File: config.mk
export PLATFORM = sky130hd
export DESIGN_NAME = binary_gcd_unit
export DESIGN_NICKNAME = d
export VERILOG_FILES = /design/src/sv/bgcd_pkg.sv /design/src/sv/binary_gcd_unit.sv /design/src/sv/bgcd_cell.sv /design/src/sv/bgcd_ctrl.sv
export SDC_FILE = /design/constraint.sdc
export NUM_CORES = 1
export LEC_CHECK = 0
export ABC_AREA = 1
export BUFFER_PORTS_ARGS = -buffer_cell sky130_fd_sc_hd__buf_2
export CAP_MARGIN = 40
export CORE_MARGIN = 5
export CORE_UTILIZATION = 27
export DETAILED_ROUTE_END_ITERATION = 12
export PLACE_DENSITY_LB_ADDON = 0.05
export SLEW_MARGIN = 20
export SYNTH_ARGS = -nofsm -noshare
export SYNTH_HDL_FRONTEND = slang
export SYNTH_SLANG_ARGS = --single-unit
export TNS_END_PERCENT = 1
File: constraint.sdc
create_clock -name i_clk -period 18.75 [get_ports i_clk]
set_input_delay 1.875 -clock i_clk [delete_from_list [all_inputs] [get_ports i_clk]]
set_output_delay 1.875 -clock i_clk [all_outputs]
set_load 0.005 [all_outputs]
File: src/sv/bgcd_pkg.sv
// Shared widths and control types for the binary GCD unit.
`timescale 1ns / 1ps
`default_nettype none

package bgcd_pkg;

    // Working width of the cell row (2 to 64) and width of the operand ports.
    localparam int GCD_W  = 32;
    localparam int OP_W   = 32;
    // Factor-of-two count never exceeds GCD_W-1.
    localparam int TWOS_W = (GCD_W > 2) ? $clog2(GCD_W) : 1;

    // Broadcast from the sequencer to every cell.
    typedef struct packed {
        logic load;     // take a fresh operand pair
        logic step;     // apply one reduction step
        logic shift_x;  // halve the larger value
        logic shift_y;  // halve the smaller value
        logic sub;      // replace the larger value by the difference
        logic lt;       // stored a is below stored b: swap roles
    } t_cell_ctrl;

    // Gathered from the cell row for the sequencer.
    typedef struct packed {
        logic x0;       // parity bit of the larger value
        logic y0;       // parity bit of the smaller value
        logic y_zero;   // smaller value is zero: the pair is reduced
        logic lt;       // borrow out of the top cell
    } t_row_status;

endpackage

`default_nettype wire

File: src/sv/binary_gcd_unit.sv
// Binary GCD unit: upstream request channel in, result channel out.
// Usage:
//   Present a request on i_operand_a / i_operand_b with i_in_valid; it is
//   taken when o_in_ready is high. o_divisor carries the greatest common
//   divisor, valid while o_out_valid is high, and is taken when i_out_ready
//   is high. gcd(0, 0) returns 0; a single zero operand returns the other.
// Operation:
//   The pair is loaded into a row of GCD_W bit cells on acceptance. In
//   each reduction step the row swaps into order, then halves or subtracts
//   once; when the smaller value reaches zero, the factors of two are
//   restored into the result register. One request is worked at a time.
// Reset:
//   Synchronous, active low; clears the busy flag and result valid.
// Stall:
//   A finished result waits in the output register; a new request is
//   accepted meanwhile, and the row holds its reduced pair until the
//   output register is free.
`timescale 1ns / 1ps
`default_nettype none

module binary_gcd_unit
    import bgcd_pkg::*;
(
    input  wire logic            i_clk,
    input  wire logic            i_rst_n,
    input  wire logic            i_in_valid,
    output logic                 o_in_ready,
    input  wire logic [OP_W-1:0] i_operand_a,
    input  wire logic [OP_W-1:0] i_operand_b,
    output logic                 o_out_valid,
    input  wire logic            i_out_ready,
    output logic [OP_W-1:0]      o_divisor
);

    t_cell_ctrl       w_ctrl;
    t_row_status      w_status;
    logic [GCD_W-1:0] w_ld_a;
    logic [GCD_W-1:0] w_ld_b;
    logic [GCD_W-1:0] w_x;
    logic [GCD_W-1:0] w_y;
    logic [GCD_W:0]   w_x_hi;
    logic [GCD_W:0]   w_y_hi;
    logic [GCD_W:0]   w_bab;
    logic [GCD_W:0]   w_bba;

    // Fit the operands to the row width.
    assign w_ld_a = GCD_W'(i_operand_a);
    assign w_ld_b = GCD_W'(i_operand_b);

    // Zero shifts into the top cell; no borrow into the bottom cell.
    assign w_x_hi     = {1'b0, w_x};
    assign w_y_hi     = {1'b0, w_y};
    assign w_bab[0]   = 1'b0;
    assign w_bba[0]   = 1'b0;

    for (genvar g = 0; g < GCD_W; g++) begin : g_cell
        bgcd_cell u_cell (
            .i_clk  (i_clk),
            .i_ctrl (w_ctrl),
            .i_ld_a (w_ld_a[g]),
            .i_ld_b (w_ld_b[g]),
            .i_x_hi (w_x_hi[g+1]),
            .i_y_hi (w_y_hi[g+1]),
            .i_bab  (w_bab[g]),
            .i_bba  (w_bba[g]),
            .o_x    (w_x[g]),
            .o_y    (w_y[g]),
            .o_bab  (w_bab[g+1]),
            .o_bba  (w_bba[g+1])
        );
    end

    always_comb begin
        w_status.x0     = w_x[0];
        w_status.y0     = w_y[0];
        w_status.y_zero = ~|w_y;
        w_status.lt     = w_bab[GCD_W];
    end

    bgcd_ctrl u_ctrl (
        .i_clk       (i_clk),
        .i_rst_n     (i_rst_n),
        .i_in_valid  (i_in_valid),
        .o_in_ready  (o_in_ready),
        .o_out_valid (o_out_valid),
        .i_out_ready (i_out_ready),
        .o_divisor   (o_divisor),
        .i_status    (w_status),
        .i_x         (w_x),
        .o_ctrl      (w_ctrl)
    );

endmodule

`default_nettype wire

File: src/sv/bgcd_cell.sv
// One bit slice of the operand pair with its borrow chains and shift links.
`timescale 1ns / 1ps
`default_nettype none

module bgcd_cell
    import bgcd_pkg::*;
(
    input  wire logic       i_clk,
    input  wire t_cell_ctrl i_ctrl,
    input  wire logic       i_ld_a,
    input  wire logic       i_ld_b,
    input  wire logic       i_x_hi,
    input  wire logic       i_y_hi,
    input  wire logic       i_bab,
    input  wire logic       i_bba,
    output logic            o_x,
    output logic            o_y,
    output logic            o_bab,
    output logic            o_bba
);

    logic r_a;
    logic r_b;
    logic n_a;
    logic n_b;
    logic w_d_ab;
    logic w_d_ba;
    logic w_d;

    // Ripple both differences so the larger minus the smaller is ready either way.
    assign w_d_ab = r_a ^ r_b ^ i_bab;
    assign w_d_ba = r_a ^ r_b ^ i_bba;
    assign o_bab  = (~r_a & r_b) | (~(r_a ^ r_b) & i_bab);
    assign o_bba  = (~r_b & r_a) | (~(r_a ^ r_b) & i_bba);

    assign o_x = i_ctrl.lt ? r_b : r_a;
    assign o_y = i_ctrl.lt ? r_a : r_b;
    assign w_d = i_ctrl.lt ? w_d_ba : w_d_ab;

    always_comb begin
        n_a = r_a;
        n_b = r_b;
        if (i_ctrl.load) begin
            n_a = i_ld_a;
            n_b = i_ld_b;
        end else if (i_ctrl.step) begin
            if (i_ctrl.shift_x) begin
                n_a = i_x_hi;
            end else if (i_ctrl.sub) begin
                n_a = w_d;
            end else begin
                n_a = o_x;
            end
            n_b = i_ctrl.shift_y ? i_y_hi : o_y;
        end
    end

    always_ff @(posedge i_clk) begin
        r_a <= n_a;
        r_b <= n_b;
    end

endmodule

`default_nettype wire

File: src/sv/bgcd_ctrl.sv
// Sequencer: request handshake, factor-of-two count and result register.
`timescale 1ns / 1ps
`default_nettype none

module bgcd_ctrl
    import bgcd_pkg::*;
(
    input  wire logic             i_clk,
    input  wire logic             i_rst_n,
    input  wire logic             i_in_valid,
    output logic                  o_in_ready,
    output logic                  o_out_valid,
    input  wire logic             i_out_ready,
    output logic [OP_W-1:0]       o_divisor,
    input  wire t_row_status      i_status,
    input  wire logic [GCD_W-1:0] i_x,
    output t_cell_ctrl            o_ctrl
);

    logic              r_busy;
    logic              n_busy;
    logic [TWOS_W-1:0] r_twos;
    logic [TWOS_W-1:0] n_twos;
    logic              r_out_valid;
    logic              n_out_valid;
    logic [OP_W-1:0]   r_divisor;
    logic              w_accept;
    logic              w_step;
    logic              w_finish;
    logic              w_both_even;
    logic [GCD_W-1:0]  w_restored;

    assign w_accept    = i_in_valid & ~r_busy;
    assign w_step      = r_busy & ~i_status.y_zero;
    assign w_finish    = r_busy & i_status.y_zero & (~r_out_valid | i_out_ready);
    assign w_both_even = ~i_status.x0 & ~i_status.y0;
    // Put back the common factors of two.
    assign w_restored  = i_x << r_twos;

    always_comb begin
        o_ctrl.load    = w_accept;
        o_ctrl.step    = w_step;
        o_ctrl.shift_x = ~i_status.x0;
        o_ctrl.shift_y = ~i_status.y0;
        o_ctrl.sub     = i_status.x0 & i_status.y0;
        o_ctrl.lt      = i_status.lt;
    end

    always_comb begin
        n_busy      = r_busy;
        n_twos      = r_twos;
        n_out_valid = r_out_valid;
        if (w_accept) begin
            n_busy = 1'b1;
            n_twos = '0;
        end else if (w_finish) begin
            n_busy = 1'b0;
        end else if (w_step && w_both_even) begin
            n_twos = r_twos + TWOS_W'(1);
        end
        if (w_finish) begin
            n_out_valid = 1'b1;
        end else if (i_out_ready) begin
            n_out_valid = 1'b0;
        end
    end

    always_ff @(posedge i_clk) begin
        if (!i_rst_n) begin
            r_busy      <= 1'b0;
            r_twos      <= '0;
            r_out_valid <= 1'b0;
        end else begin
            r_busy      <= n_busy;
            r_twos      <= n_twos;
            r_out_valid <= n_out_valid;
        end
    end

    always_ff @(posedge i_clk) begin
        if (w_finish) begin
            r_divisor <= OP_W'(w_restored);
        end
    end

    assign o_in_ready  = ~r_busy;
    assign o_out_valid = r_out_valid;
    assign o_divisor   = r_divisor;

`ifndef SYNTH
    a_accept_busy: assert property (@(posedge i_clk) disable iff (!i_rst_n)
        w_accept |=> r_busy)
        else $error("request accepted but sequencer not busy");

    a_finish_valid: assert property (@(posedge i_clk) disable iff (!i_rst_n)
        w_finish |=> (r_out_valid && !r_busy))
        else $error("finished pair not presented");

    a_twos_count: assert property (@(posedge i_clk) disable iff (!i_rst_n)
        (w_step && w_both_even) |=> (r_twos == $past(r_twos) + TWOS_W'(1)))
        else $error("factor of two not counted");

    a_twos_bound: assert property (@(posedge i_clk) disable iff (!i_rst_n)
        r_busy |-> (32'(r_twos) < 32'(GCD_W)))
        else $error("factor-of-two count out of range");
`endif

endmodule

`default_nettype wire

* Word-level counts from Yosys, hierarchy flattened
Index checks and enable logic that the tools add are counted.
** Word-level totals
- Bits in registers :: 103
- Bits of input ports :: 68
- Output and inout bits :: 34
- Word-level logic and storage cells :: 787
** Operators by class
- $add $sub $neg :: 1
- Shift operators :: 1
- Mux-type cells :: 323
- Bitwise operators :: 386
- Reduce and logical (&&, ||, !) cells :: 8
** Operators with widths (count)
- 1-bit two-way mux :: 323
- 1-bit bitwise AND :: 130
- 1-bit NOT :: 100
- 1-bit XOR :: 94
- 1-bit bitwise OR :: 62
- 32-bit OR reduction :: 1
- 32-bit by 5-bit << shifter with 32-bit output :: 1
- 2-bit nonzero test :: 3
- 5-bit by 1-bit adder with 5-bit output, second input constant :: 1
- 2-bit AND reduction :: 1
- 2-bit OR reduction :: 1
- 1-bit logical AND :: 1
- 1-bit zero test :: 1

* Depth between registers and ports, before layout
- Depth after elaboration :: 71
- Mapped depth :: 75
- Gate-level depth less buffers :: 73

* Cells and area by module
Synthesis repeated with hierarchy kept, for this count alone.
** Second synthesis, totals
- Cell total of the unflattened synthesis :: 1749
- Area, all modules :: 10968.0 µm²
** Modules (own cells, without submodules)
- bgcd_cell :: instances 32, cells an instance 40, area an instance 245.2 µm², sequential area each 60.1 µm²
- bgcd_ctrl :: instances 1, cells an instance 437, area an instance 3000.4 µm², sequential area each 1101.1 µm²
- binary_gcd_unit :: instances 1, cells an instance 32, area an instance 120.1 µm², sequential area each 0.0 µm²

* Worst setup path before layout
Ideal clock, no wire load.
- Kind :: flip-flop to flip-flop
- From :: register g_cell[1].u_cell.r_b
- To :: register g_cell[0].u_cell.r_a, enable pin
- Arrival time :: 7.827 ns
- Required time :: 18.243 ns
- Setup slack :: 10.416 ns
- Cell stages (with the launch flop) :: 73
- Cell sequence :: edfxtp_1 -> inv_1 -> ha_1 -> nand3_2 -> nand2_1 -> nand2_1 -> nand2_1 -> nand2_1 -> nand2_1 -> nand2_1 -> nand2_1 -> nand2_1 -> nand2_1 -> nand2_1 -> nand2_1 -> nand2_1 -> nand2_1 -> nand2_1 -> [... 37 more ...] -> nand2_1 -> nand2_1 -> nand2_1 -> nand2_1 -> nand2_1 -> nand2_1 -> nand2_2 -> nand2_4 -> buf_4 -> nand3_1 -> nand2_1 -> nand2_1 -> nor2_1 -> nand2_1 -> nor2_2 -> nand2_2 -> nor2_1 -> a21oi_1
** On the way
- Cells in the longest elaborated chain, start to end :: 68
- Elaborated cells on any way between the ends :: 100
- Those cells by class :: 32 x mux; 66 x bitwise; 2 x reduce/logical
** RTL lines
- start: declaration :: line bgcd_cell.sv:23 : logic r_b;
- start signal: assignment :: line bgcd_cell.sv:60 : r_b <= n_b;
- 1-bit XOR :: line bgcd_cell.sv:33 : assign o_bab = (~r_a & r_b) | (~(r_a ^ r_b) & i_bab);
- 1-bit NOT :: line bgcd_cell.sv:33
- 1-bit bitwise AND :: line bgcd_cell.sv:33
- 1-bit bitwise OR :: line bgcd_cell.sv:33
- 1-bit bitwise AND :: line bgcd_cell.sv:33
- 1-bit bitwise OR :: line bgcd_cell.sv:33
- 1-bit bitwise AND :: line bgcd_cell.sv:33
- 1-bit bitwise OR :: line bgcd_cell.sv:33
- [... 52 more ...]
- 1-bit bitwise AND :: line bgcd_cell.sv:33
- 1-bit bitwise OR :: line bgcd_cell.sv:33
- 1-bit bitwise AND :: line bgcd_cell.sv:33
- 1-bit bitwise OR :: line bgcd_cell.sv:33
- 1-bit two-way mux :: line bgcd_cell.sv:37 : assign o_y = i_ctrl.lt ? r_a : r_b;
- 32-bit OR reduction (*) :: line binary_gcd_unit.sv:76 : w_status.y_zero = ~|w_y;
- 1-bit bitwise AND (*) :: line bgcd_ctrl.sv:34 : assign w_step = r_busy & ~i_status.y_zero;
- 2-bit nonzero test (no source line) (*)
- end signal: assignment :: line bgcd_cell.sv:59 : r_a <= n_a;
- end: declaration :: line bgcd_cell.sv:22 : logic r_a;
Mark *: on every way between the ends. The rest lies on a longest branch, timed or not.
A chain may end at the register's enable or synchronous reset.

* Worst setup path in the final report
- From :: register g_cell[1].u_cell.r_b
- To :: register g_cell[10].u_cell.r_a, enable pin
** On the way
- Cells in the longest elaborated chain, start to end :: 68
- Elaborated cells on any way between the ends :: 100
- Those cells by class :: 32 x mux; 66 x bitwise; 2 x reduce/logical
** RTL lines (line)
- 1-bit XOR :: bgcd_cell.sv:33
- 1-bit NOT :: bgcd_cell.sv:33
- 1-bit bitwise AND :: bgcd_cell.sv:33
- 1-bit bitwise OR :: bgcd_cell.sv:33
- 1-bit bitwise AND :: bgcd_cell.sv:33
- 1-bit bitwise OR :: bgcd_cell.sv:33
- 1-bit bitwise AND :: bgcd_cell.sv:33
- 1-bit bitwise OR :: bgcd_cell.sv:33
- [... 52 more ...]
- 1-bit bitwise AND :: bgcd_cell.sv:33
- 1-bit bitwise OR :: bgcd_cell.sv:33
- 1-bit bitwise AND :: bgcd_cell.sv:33
- 1-bit bitwise OR :: bgcd_cell.sv:33
- 1-bit two-way mux :: bgcd_cell.sv:37
- 32-bit OR reduction (*) :: binary_gcd_unit.sv:76
- 1-bit bitwise AND (*) :: bgcd_ctrl.sv:34
- 2-bit nonzero test (no source line) (*)
- end signal: assignment :: bgcd_cell.sv:59
- end: declaration :: bgcd_cell.sv:22
Marks and branches as above.

==> metrics.yaml <==
maxCapViolCount: 0
wirelength_mm: 35.48
place.gp.congestion: 0.7862
grt_pass1_wl_mm: 55.82
cp_common_cell: "nand2_1"
syn-num-nets: 1538
netlist_area_um2: 9831
layout-drive-gt1-share_pct: 12.63
post-route-min-period_ps: 8005
drc: 0
cts_setup_buffers: 0
yosys_most_used_dff: "edfxtp_1"
async_flop_share_pct: 0
dp.cells: 1901
die_x_um: 200.8
grt_pass1_vias: 9563
first_iter_violations: 688
hold_path_class: "flop to flop"
areaGrowthSynthToFinish_pct: 11.94
htree_num_levels: 3
antenna_found_initial: 0
worstSetupEndpointType: "flop"
grt_max_degree: 101
viasPerCell: 4.957
drv_slew: 0
diodes: 0
path_clk_slew_ps: 90
syn_avg_cell_area_um2: 6.992
grt_setup_unrepaired: "no"
finalCritPeriodShare_pct: 42.69
grt.overflow.total: 0
ios: 102
status: "completed"
portBuffers: 101
cts.sinks: 103
tritoncts: "done"
rrSetupSlack_ps: 10750
synth_seq_cells: 103
tns_ps: 0
cts_buffer_depth: 2
drtPass1Iterations: 7
cts_hold_buffers: 0
clock_skew_ps: 16.31
core_um2: 35740
dieArea_um2: 40330
slowest_delay_ps: 640
insertion_delay_ps: 390
wl_per_cell_um: 18.50
clock.fmax_ghz: 0.1249
synth_cells: 1406
row_count: 69
post_cts_resized: 0
grtUsageTotal_pct: 17.55
synth_cell_type_count: 47
yosysSeqAreaShare_pct: 30.75
vias: 9507
die_y_um: 200.8
crit_type: "flop to flop"
final_nets: 1584
yosys_warnings: 0
cts_inserted_buffers: 9
initial_core_util_pct: 27.50
dp_hpwl_mm: 25.47
crit_path_start_kind: "flop"
worstPathRequired_ps: 18870
setup_violations: 0
root_buffer: "clkbuf_16"
relSlewSlack_pct: 44.06
ant_nets: 0
synth_edf_count: 96
crit_fanout: 100
hold_viol_final: 0
worst_pin_slew_ps: 836.1
crit_arrival_ps: 8120
fin_cells: 1918
slowest_stage: "buf_4"
==> stage by stage <==
step	hold slack [ps]	area [um^2]	util [%]	setup WS, ps
6_report	597.7	11000	30.79	10750
5_1_grt	675.6	11000	30.79	9659
4_1_cts	592.0	10980	30.71	10600
3_5_place_dp	576.7	10650	29.79	10630
3_3_place_gp	585.3	10580	29.60	10640
2_1_floorplan	512.3	9831	-	10420
==> worst max-delay path: cells and delay by family (launching register included) <==
| kind | cells | cell delay, ps |
|---|---|---|
| flops | 1 | 400 |
| simple gates | 69 | 5630 |
| buf+inv | 4 | 1290 |
| fa+ha+maj | 1 | 270 |
| compound gates | 1 | 40 |
==> final timing paths <==
| path | start | cells past startpoint | end |
|---|---|---|---|
| worst max register to register | g_cell[1].u_cell.r_b | 75 | g_cell[10].u_cell.r_a |
| worst max-delay path | g_cell[1].u_cell.r_b | 75 | g_cell[10].u_cell.r_a |
| worst min register to register | u_ctrl.r_busy | 2 | u_ctrl.r_busy |
| worst min-delay path | u_ctrl.r_busy | 2 | u_ctrl.r_busy |
==> cell families (layout without fill, tap and decap cells) <==
family	Yosys count	count (layout)	synth area share (%)
AO/OA/AOI/OAI	255	255	16.29
XOR/XNOR	27	27	2.406
adder cells (fa/ha/maj)	64	64	8.146
buffers and inverters	237	288	10.63
flip-flops	103	103	30.75
AND/OR/NAND/NOR	720	720	31.78
==> cell usage after synthesis, types with 2 or more instances <==
| master | n | area, um^2 |
|---|---|---|
| o211ai_1 | 5 | 37.54 |
| a31oi_1 | 4 | 25.02 |
| buf_2 | 18 | 90.09 |
| nand3_1 | 245 | 1226 |
| edfxtp_1 | 96 | 2883 |
| o21ai_1 | 62 | 310.3 |
| o21ai_2 | 12 | 105.1 |
| xor2_1 | 14 | 122.6 |
| o211ai_2 | 9 | 112.6 |
| buf_1 | 12 | 45.04 |
| o21ai_0 | 27 | 135.1 |
| o221ai_1 | 4 | 35.03 |
| nand4_1 | 5 | 31.28 |
| and3_1 | 2 | 12.51 |
| inv_1 | 144 | 540.5 |
| and2_1 | 2 | 12.51 |
| nand2_4 | 2 | 22.52 |
| xnor2_1 | 13 | 113.9 |
| or2_2 | 2 | 12.51 |
| a22o_1 | 29 | 254.0 |
| clkbuf_1 | 38 | 142.6 |
| nor2_1 | 60 | 225.2 |
| nand2_1 | 380 | 1426 |
| inv_2 | 4 | 15.01 |
| dfxtp_1 | 7 | 140.1 |
| nor2_2 | 2 | 12.51 |
| o21a_1 | 6 | 45.04 |
| o21bai_1 | 16 | 120.1 |
| a21oi_1 | 78 | 390.4 |
| nor3_1 | 4 | 20.02 |
| nand2_2 | 9 | 56.30 |
| buf_6 | 10 | 112.6 |
| ha_1 | 64 | 800.8 |
| buf_4 | 8 | 60.06 |
==> cell type report <==
type                            count  area [um^2]
Inverter                          149        559.3
Multi-Input combinational cell   1066         5788
Clock buffer                       13        281.5
Clock inverter                      3        47.55
Timing Repair Buffer              123        728.2
Tap cell                          461        576.8
Sequential cell                   103         3023
Fill cell                        3990        24740
==> layer usage <==
layer  up-vias  global-route usage, %  wire, um
met2       207                  29.85     16730
met1      4475                  23.79     16920
met4         0                  3.564       365
li1       4804                      -         -
met3        21                  2.682      1464
met5         -                      0         0
==> sequential cells by signal, indices dropped and copies added (netlist names) <==
| signal | cells |
|---|---|
| u_ctrl.o_out_valid | 1 |
| g_cell.u_cell.r_b | 32 |
| u_ctrl.r_twos | 5 |
| g_cell.u_cell.r_a | 32 |
| u_ctrl.o_divisor | 32 |
| u_ctrl.r_busy | 1 |
==> cells in the final DEF, fill, tap and decap left out, types with 2 or more instances in the layout <==
cell type	n
nand2_1	380
nand3_1	245
inv_1	144
buf_2	102
edfxtp_1	96
a21oi_1	77
ha_1	64
o21ai_1	62
nor2_1	59
a22o_1	29
o21ai_0	27
buf_4	17
o21bai_1	16
xor2_1	14
xnor2_1	13
o21ai_2	12
clkbuf_16	10
nand2_2	9
o211ai_2	9
dfxtp_1	7
o21a_1	6
nand4_1	5
o211ai_1	5
inv_2	4
a31oi_1	4
o221ai_1	4
nor3_1	4
nor2_2	2
nand2_4	2
a21oi_4	2
and2_1	2
or2_2	2
and3_1	2
clkbuf_8	2
buf_16	2
Power is not shown: default switching activity piles up to over one toggle a cycle in this logic, so the estimate is an artifact.
